File: src/sv/bpct_ram.sv
`timescale 1ns / 1ps
// ----------------------------------------------------------------------------
// bpct_ram
// Generic single-port RAM, one write or read per cycle, registered read.
// ----------------------------------------------------------------------------
module bpct_ram #(
  parameter int WIDTH = 8,
  parameter int DEPTH = 16
) (
  input  logic                     clk,
  input  logic                     we,
  input  logic [$clog2(DEPTH)-1:0] addr,
  input  logic [WIDTH-1:0]         wdata,
  output logic [WIDTH-1:0]         rdata
);
  logic [WIDTH-1:0] mem [DEPTH];

  always_ff @(posedge clk) begin
    if (we) begin
      mem[addr] <= wdata;
    end
    rdata <= mem[addr];
  end
endmodule

File: config.mk
export PLATFORM = sky130hd
export DESIGN_NAME = bpct_ram
export DESIGN_NICKNAME = d
export VERILOG_FILES = /design/src/sv/bpct_ram.sv
export SDC_FILE = /design/constraint.sdc
export NUM_CORES = 1
export LEC_CHECK = 0
export BUFFER_PORTS_ARGS = -buffer_cell sky130_fd_sc_hd__buf_4
export CAP_MARGIN = 10
export CORE_ASPECT_RATIO = 0.9
export CORE_UTILIZATION = 45
export CTS_BUF_LIST = sky130_fd_sc_hd__clkbuf_16
export DETAILED_ROUTE_END_ITERATION = 8
export SYNTH_ARGS = -nofsm -noshare
export SYNTH_HDL_FRONTEND = slang
export SYNTH_SLANG_ARGS = --single-unit
File: constraint.sdc
create_clock -name clk -period 3.1 [get_ports clk]
set_input_delay 0.31 -clock clk [delete_from_list [all_inputs] [get_ports clk]]
set_output_delay 0.31 -clock clk [all_outputs]
set_load 0.01 [all_outputs]
# == After elaboration in Yosys (flattened, before gate mapping) ==
# Memories as Yosys holds them, arrays and structs flattened. A register that Yosys moved wholly into a read port is not among the register bits.
# Cells that the tools add are included.
# Widths: inputs -> output; s select.
# totals
ff_bits,0
ram_bits,128
input_bits,14
output_inout_bits,8
elab_cells,3
n_memories,1
# memory_table
name,words,width,read_ports,rd_clocked_by_memory_dff,write_ports,line,rtl
mem,16,8,1,1,1,16,logic [WIDTH-1:0] mem [DEPTH];
# op_classes
mux,2
# ops
cell,n
$mux 1,2

# == Longest topological paths before layout ==
# Gate-level depths: netlist of run 1.
# depth
depth_word,2
depth_mapped,5

# == Worst setup path before layout of run 1 ==
# Ideal clock, no wire load.
# synth_path
path_type,input to register
start,input addr[2]
end,"memory mem[0][0], enable pin"
setup_ns,0.383
arrival_ns,1.420
t_required_ns,2.717
setup_slack_ns,1.297
path_stages,2
path_cell_list,or3b_2 -> nor3_1
# synth_rtl
item,line,rtl
from (decl),12,"input logic [$clog2(DEPTH)-1:0] addr,"
to (decl),16,
# No word-level cell before the write port.

# == Final worst setup path of run 1 ==
# layout_path
start,input addr[0]
end,"memory mem[15][1], enable pin"
# No word-level cell before the write port.

==> summary.txt, run 1 <==
status: finished, final reports clean
nets@finish: 277
Initial Utilization: 46.5%
1st-pass router iterations: 5
fin area: 0.00597 mm^2
fin util: 54.7%
R2R setup slack: 1.71 ns
WL/cell: 23.0 um
Area growth syn-to-layout: 17.7%
RD Place Congestion: 0.730
DRT iter0 DRCs: 213
CP required: 3.14 ns
endpoints failing setup: 0
hold path startpoint: wdata[6]
CTS max path bufs: 2
Mapped Avg Cell Area: 22.0 um^2
Setup TNS: 0 ns
clk_lat worst skew: 0.42 ns
R2R Path Start: mem[12][3]
area leader, netlist: edfxtp_1
overall die width: 114 um
Yosys Warn Count: 0
maxcap violations: 0
post-synth top area share: 75.9%
Worst setup EP type: flip-flop
normalized max-slew margin: 47.8%
Port Buffer Count: 21
CTS H-tree depth: 4
met2 wire len: 4060 um
Yosys cell types: 18
fin. max-slew vios: 0
vias: 2,339
crit-path cells: buf_4, nand2_1, nor2_1
Synth Instances: 230
largest net degree at the start of global routing: 40
Post-CTS Setup Inserts: 0
Final Hold Vio Count: 0
clk slew on worst S/H paths: 0.06 ns
DRC viols: 0
clk_skew: 0.0143 ns
worst vdd ir: 364 uV
CTS tree: built
CP peak stage delay: 0.61 ns
number of synthesized register bits: 136
Slew @ Worst Pin: 0.781 ns
global-route wire length before repair: 14,300 um
Min-Delay Endpoint: mem[13][6]
antenna violations before repair: 0
FF-to-FF End: rdata[3]
Tmin final: 1.67 ns
Top FF cell, synth: edfxtp_1
CP Launch Point: addr[0]
Ant. Diodes: 0
Hold Path Stages: 1
Buf/Inv on CP: 1
met3 wire length: 667 um
CP max FO: 39
Crit Path Class: in -> reg
most frequent cell after synthesis: edfxtp_1
leakage power: 1.93 nW
RSZ-0062 raised after global routing: false
crit start category: input pin
CP delay by family, top: simple AND/OR/NAND/NOR gates
I/O pin total: 22
All-Layer GR Usage: 18.7%
register area share after synthesis: 79.0%
Hold Crit Class: in -> reg
most instantiated cells after synthesis: edfxtp_1 (128), mux4_2 (32), a22oi_1 (16)
ys async rst share: 0%
number of global-route vias before repair: 2,228
top layer in use: met4
Detail Route Antenna Nets: 0
Post-synth EDFFs: 128
smallest hold slack: 0.229 ns
Via density: 5.49
fin crit share: 53.9%
DIE AREA: 0.0117 mm^2
Std-Cell Rows: 36
Final Routed Wirelength: 9780 um
root buffer cell: clkbuf_16
CTS Hold Bufs: 0
core area: 0.0109 mm^2
dpl cell area: 0.00539 mm^2
Post-DP HPWL: 6020 um
top area cells in the synthesized netlist: edfxtp_1 (76%), mux4_2 (14%), dfxtp_1 (3.2%), a22oi_1 (2.4%), nor2_1 (0.96%)
Clock Sinks: 136
Mapped Area: 0.00507 mm^2
Syn Nets: 244
Pwr Density: 712 mW/mm^2
cell count of the worst reg-to-reg path: 3
CTS Buf Count: 17
layout cells sized above 1: 31.4%
Critical Path AT: 1.71 ns
grt ovf: 0
slowest CP cell: nor2_1
cts repair resizes: 0
chip height: 103 um
fmax: 599 MHz
wl on met1: 4900 um
==> cells in the final DEF, fill, tap and decap left out <==
master / count
and2_1: 1
clkinv_1: 2
edfxtp_1: 128
nor3_1: 4
buf_4: 25
dfxtp_1: 8
clkinv_2: 2
a22oi_1: 16
inv_6: 2
mux4_2: 32
nand3_1: 1
nor2b_1: 2
bufinv_16: 3
nand2_1: 9
or3b_2: 1
clkbuf_16: 17
clkinvlp_4: 4
nand2b_1: 2
nor2_1: 13
nand3b_1: 2
==> metal layers <==
metal  GRT usage [%]  vias to the layer above
li1                -                     1024
met3            6.17                       14
met2            23.6                       90
met1            29.3                     1211
met4            7.49                        0
met5               0                        -
==> metrics by stage <==
step | power (mW) | std cells | worst slack [ns]
after global routing | 4.36 | 426 | 1.26
after detailed placement | 2.31 | 396 | 0.940
after global placement | 2.31 | 396 | 1.01
final | 4.25 | 426 | 1.43
after CTS | 4.27 | 426 | 1.38
after floorplan | 2.21 | 230 | 1.30
==> how the worst max path moves through the flow <==
stage / end / cells after the start
2_1_floorplan: mem[0][0] / 2
3_3_place_gp: mem[9][5] / 3
3_5_place_dp: mem[15][6] / 3
4_1_cts: mem[15][1] / 3
5_1_grt: mem[15][1] / 3
6_report: mem[15][1] / 3
==> worst reg2reg max path: stages, from the launching register on <==
cell and delay (ns):
edfxtp_1 0.39, mux4_2 0.52, a22oi_1 0.27, nand2_1 0.09
==> registers in the layout, summed over array words and instances, names as in the netlist <==
register,count
rdata,8
mem,128
==> final cells by class <==
type	instances	area (um^2)
clock buffer	17	425
clock inverter	13	155
fill	863	4930
multi-input combinational	83	1000
sequential	136	4000
tap	152	190
timing repair buffer	25	188
==> kinds of logic after synthesis <==
group | share of synthesized area (%)
simple gates | 3.21
flops | 79.0
buf+inv | 1.19
mux | 14.2
compound gates | 2.37
==> power breakdown <==
| part | switching (mW) | total, mW | internal, mW |
|---|---|---|---|
| clock | 0.730 | 1.98 | 1.25 |
| sequential | 0.0117 | 2.07 | 2.06 |
| combinational | 0.117 | 0.202 | 0.0852 |
| total | 0.858 | 4.25 | 3.39 |
Note: power is estimated with default switching activity, not from simulation.
==> run 2: changes to the inputs <==
Clock period 3.1 ns to 1.65 ns, I/O delays scaled along.
==> summary.txt, run 2 (synthesis results as in run 1) <==
overall die width: 114 um
leakage power: 2.12 nW
crit start category: flip-flop
maxcap violations: 0
Total Power: 8.14 mW
CTS Buf Count: 17
cts repair resizes: 0
clk_skew: 0.00435 ns
CTS Hold Bufs: 0
nets@finish: 310
clk slew on worst S/H paths: 0.05 ns
Via density: 5.24
Slew @ Worst Pin: 0.952 ns
crit-path cells: mux4_2, a22oi_1, nand2_1
CP peak stage delay: 0.46 ns
antenna violations before repair: 0
CTS tree: built
Clock Sinks: 136
chip height: 103 um
Detail Route Antenna Nets: 0
Hold Crit Class: in -> reg
Setup TNS: 0 ns
Worst setup EP type: flip-flop
pre-CTS setup slack: 0.0304 ns
I/O pin total: 22
1st-pass router iterations: 4
Critical Path AT: 1.60 ns
vias: 2,415
Post-CTS Setup Inserts: 0
fin crit share: 79.6%
Post-DP HPWL: 6480 um
RD Place Congestion: 0.744
global-route wire length before repair: 15,300 um
root buffer cell: clkbuf_16
setup ws final: 0.336 ns
Final Hold Vio Count: 0
Final Routed Wirelength: 9880 um
CTS H-tree depth: 4
slowest CP cell: mux4_2
Ant. Diodes: 0
clk_lat worst skew: 0.40 ns
DRC viols: 0
layout cells sized above 1: 38.8%
Initial Utilization: 46.5%
normalized max-slew margin: 36.3%
RSZ-0062 raised after global routing: false
CP max FO: 1
Area growth syn-to-layout: 23.6%
Buf/Inv on CP: 0
core area: 0.0109 mm^2
CP required: 1.94 ns
DIE AREA: 0.0117 mm^2
fmax: 761 MHz
WL/cell: 21.4 um
status: finished, final reports clean
Tmin final: 1.31 ns
Reg with most FFs: mem
worst vdd ir: 1290 uV
DRT iter0 DRCs: 288
All-Layer GR Usage: 19.4%
Largest regs: mem: 128 flops, rdata: 8 flops
CTS max path bufs: 2
fin. max-slew vios: 0
Pwr Density: 1300 mW/mm^2
endpoints failing setup: 0
Crit Path Class: reg -> reg
CP delay by family, top: multiplexers
grt ovf: 0
most common cell after layout, fill and taps aside: edfxtp_1
Port Buffer Count: 21
number of global-route vias before repair: 2,508
commonest non-fill, non-tap cells in the layout: edfxtp_1 (128), buf_4 (57), mux4_2 (32), clkbuf_16 (17), a22oi_1 (16)
Std-Cell Rows: 36
largest net degree at the start of global routing: 19
max reg flops: 128
## run 2: cell types whose count changed in the layout (fill, tap and decap cells not counted), sizes merged
cell,change
bufinv,+1
clkinvlp,-1
buf,+33
inv,-1
clkinv,+3
## run 2: cell type report
type / count / area (um^2)
Multi-Input combinational cell: 83 / 1010
Timing Repair Buffer: 58 / 448
Clock inverter: 15 / 185
Fill cell: 827 / 4640
Sequential cell: 136 / 4000
Tap cell: 152 / 190
Clock buffer: 17 / 425
## run 2: worst paths after layout
| path | slack [ns] | depth (start not counted) | to | start |
|---|---|---|---|---|
| max | 0.34 | 3 | rdata[0] | mem[2][0] |
| min | 0.07 | 1 | mem[14][5] | wdata[5] |
| max reg2reg | 0.34 | 3 | rdata[0] | mem[2][0] |
| min reg2reg | 0.68 | 3 | rdata[4] | mem[14][4] |
## run 2: layer usage
metal	wire [um]	vias to the layer above	global-route usage (%)	share of wire (%)
li1	-	1102	-	-
met2	4650	72	29.4	47
met3	609	9	5.53	6.2
met4	94	0	8.09	0.95
met5	0	-	0	0
met1	4520	1232	26.7	46
## run 2: power breakdown
part / leakage (nW) / internal (mW) / switching (mW)
clock: 0.293 / 2.50 / 1.34
combinational: 0.607 / 0.193 / 0.218
sequential: 1.22 / 3.86 / 0.0214
## run 2: metrics by stage
stage               cells  hold slack, ns  utilization, %  area [um^2]
floorplan             230           0.264               -         5070
global placement      429           0.485            51.8         5650
detailed placement    429           0.502            51.8         5650
CTS                   461          0.0687            57.4         6260
global route          461          0.0778            57.4         6260
finish                461          0.0735            57.4         6260
## run 2: worst reg2reg max path: cells and delay by family, from the launching register on
kind            cells  cell delay (ns)
mux                 1             0.46
simple gates        1             0.09
compound gates      1             0.28
flops               1             0.37
==> run 3: changes to the inputs <==
Settings changed: ABC_AREA set to 1.
Clock period 1.65 ns to 1.2 ns, I/O delays scaled along.
==> summary.txt, run 3 <==
most common cell after layout, fill and taps aside: nand2_1
cell count of the worst reg-to-reg path: 8
R2R setup slack: 0.18 ns
most instantiated cells after synthesis: nand2_1 (346), edfxtp_1 (128), inv_1 (21)
antenna violations before repair: 0
worst setup path endpoint: rdata[1]
Tmin final: 1.04 ns
Buf/Inv on CP: 1
Crit Path Class: reg -> out
# placed instances: 738
overall die width: 120 um
CTS H-tree depth: 4
Initial Utilization: 46.3%
WL/cell: 16.2 um
Via density: 4.75
Std-Cell Rows: 38
commonest non-fill, non-tap cells in the layout: nand2_1 (346), edfxtp_1 (128), buf_4 (39), inv_1 (21), clkbuf_16 (17)
R2R Path Start: mem[6][2]
register area share after synthesis: 71.6%
post-synth top area share: 68.7%
Yosys Warn Count: 0
RSZ-0062 raised after global routing: false
All-Layer GR Usage: 21.8%
Area growth syn-to-layout: 25.6%
Top FF cell, synth: edfxtp_1
global-route wire length before repair: 19,900 um
CP max FO: 1
Pwr Density: 1690 mW/mm^2
number of synthesized register bits: 136
ys async rst share: 0%
register area: 0.00400 mm^2
fin util: 58.2%
multi-input combinational cell area: 0.00155 mm^2
Port Buffer Count: 21
number of global-route vias before repair: 3,550
critical path depth: 1
Post-CTS Setup Inserts: 0
area leader, netlist: edfxtp_1
Total Power: 11.9 mW
CP delay by family, top: flip-flops
Finished Layout Cells: 770
CP peak stage delay: 0.36 ns
CTS Buf Count: 17
status: finished, final reports clean
Yosys cell types: 11
pre-CTS setup slack: -0.102 ns
grt ovf: 0
1st-pass router iterations: 5
Worst setup EP type: output port
fill cell count: 1,019
FF-to-FF End: rdata[2]
Detail Route Antenna Nets: 0
vias: 3,661
leakage power: 2.96 nW
CTS Hold Bufs: 0
I/O pin total: 22
hold path startpoint: wdata[1]
clk_skew: 0.0104 ns
normalized max-slew margin: 76.6%
worst vdd ir: 1230 uV
layout cells sized above 1: 17.2%
Slew @ Worst Pin: 0.351 ns
fin crit share: 86.3%
CTS max path bufs: 2
Post-synth EDFFs: 128
DIE AREA: 0.0129 mm^2
Ant. Diodes: 0
crit start category: flip-flop
top area cells in the synthesized netlist: edfxtp_1 (69%), nand2_1 (23%), dfxtp_1 (2.9%), inv_1 (1.4%), nor2_1 (1.2%)
core area: 0.0121 mm^2
DRC viols: 0
CTS tree: built
root buffer cell: clkbuf_16
Syn Nets: 562
Final Routed Wirelength: 12,500 um
clk slew on worst S/H paths: 0.06 ns
cts repair resizes: 0
clk_lat worst skew: 0.42 ns
Synth Instances: 548
Post-DP HPWL: 8010 um
Setup TNS: 0 ns
crit-path cells: buf_4
CP Launch Point: rdata[1]
fmax: 965 MHz
setup ws final: 0.164 ns
RD Place Congestion: 0.813
maxcap violations: 0
chip height: 108 um
nets@finish: 611
Final Hold Vio Count: 0
Clock Sinks: 136
Mapped Area: 0.00559 mm^2
Critical Path AT: 0.92 ns
endpoints failing setup: 0
Hold Crit Class: in -> reg
largest net degree at the start of global routing: 35
fin. max-slew vios: 0
max reg flops: 128
CP required: 1.08 ns
Reg with most FFs: mem
most frequent cell after synthesis: nand2_1
Largest regs: mem: 128 flops, rdata: 8 flops
DRT iter0 DRCs: 266
Mapped Avg Cell Area: 10.2 um^2
slowest CP cell: dfxtp_1
-- run 3: cell types whose count changed after synthesis, sizes merged, moves of 3 or more --
cell / before / now
nand3: 1 / 4
mux4: 32 / 0
nand2: 9 / 346
buf: 8 / 18
a22oi: 16 / 0
nor2: 13 / 18
inv: 0 / 22
nor3: 4 / 0
-- run 3: kinds of logic after synthesis --
group	count (synthesis)	synth area share [%]
flip-flops	136	71.6
AND/OR/NAND/NOR	368	24.8
buffers and inverters	44	3.62
-- run 3: how the worst min path moves through the flow --
stage,to,depth (start not counted)
6_report,mem[12][1],1
2_1_floorplan,mem[0][0],0
3_5_place_dp,mem[12][1],1
3_3_place_gp,mem[13][0],1
5_1_grt,mem[13][4],1
4_1_cts,mem[9][1],1
-- run 3: layout make-up --
cell class | instances | share of cell area (%)
Sequential cell | 136 | 57.0
Multi-Input combinational cell | 368 | 22.0
Timing Repair Buffer | 51 | 7.59
Clock buffer | 17 | 6.05
Clock inverter | 15 | 3.29
Tap cell | 160 | 2.85
Inverter | 23 | 1.23
-- run 3: power by group --
part | switching, mW | internal, mW
registers | 0.0321 | 5.31
clock network | 1.89 | 3.86
logic | 0.511 | 0.270
total | 2.43 | 9.44
-- run 3: per-stage QoR --
stage	area [um^2]	hold WS (ns)
5_1_grt	7030	0.0536
3_3_place_gp	6370	0.484
3_5_place_dp	6370	0.484
4_1_cts	7030	0.0406
2_1_floorplan	5760	0.219
6_report	7030	0.0492
-- run 3: worst reg2reg max path, stage by stage (launching register included) --
cell and delay [ns]:
edfxtp_1 0.37, nand2_1 0.09, nand2_1 0.06, nand2_1 0.06
nand2_1 0.08, nand2_1 0.07, nand2_1 0.08, inv_1 0.06
nand2_1 0.04
-- run 3: per-layer routing --
layer	part of all wire [%]	track usage, %	wire length (um)
met1	47	30.3	5870
met2	46	32.2	5710
met3	5.7	5.83	718
met4	1.7	9.20	208
met5	0	0	0
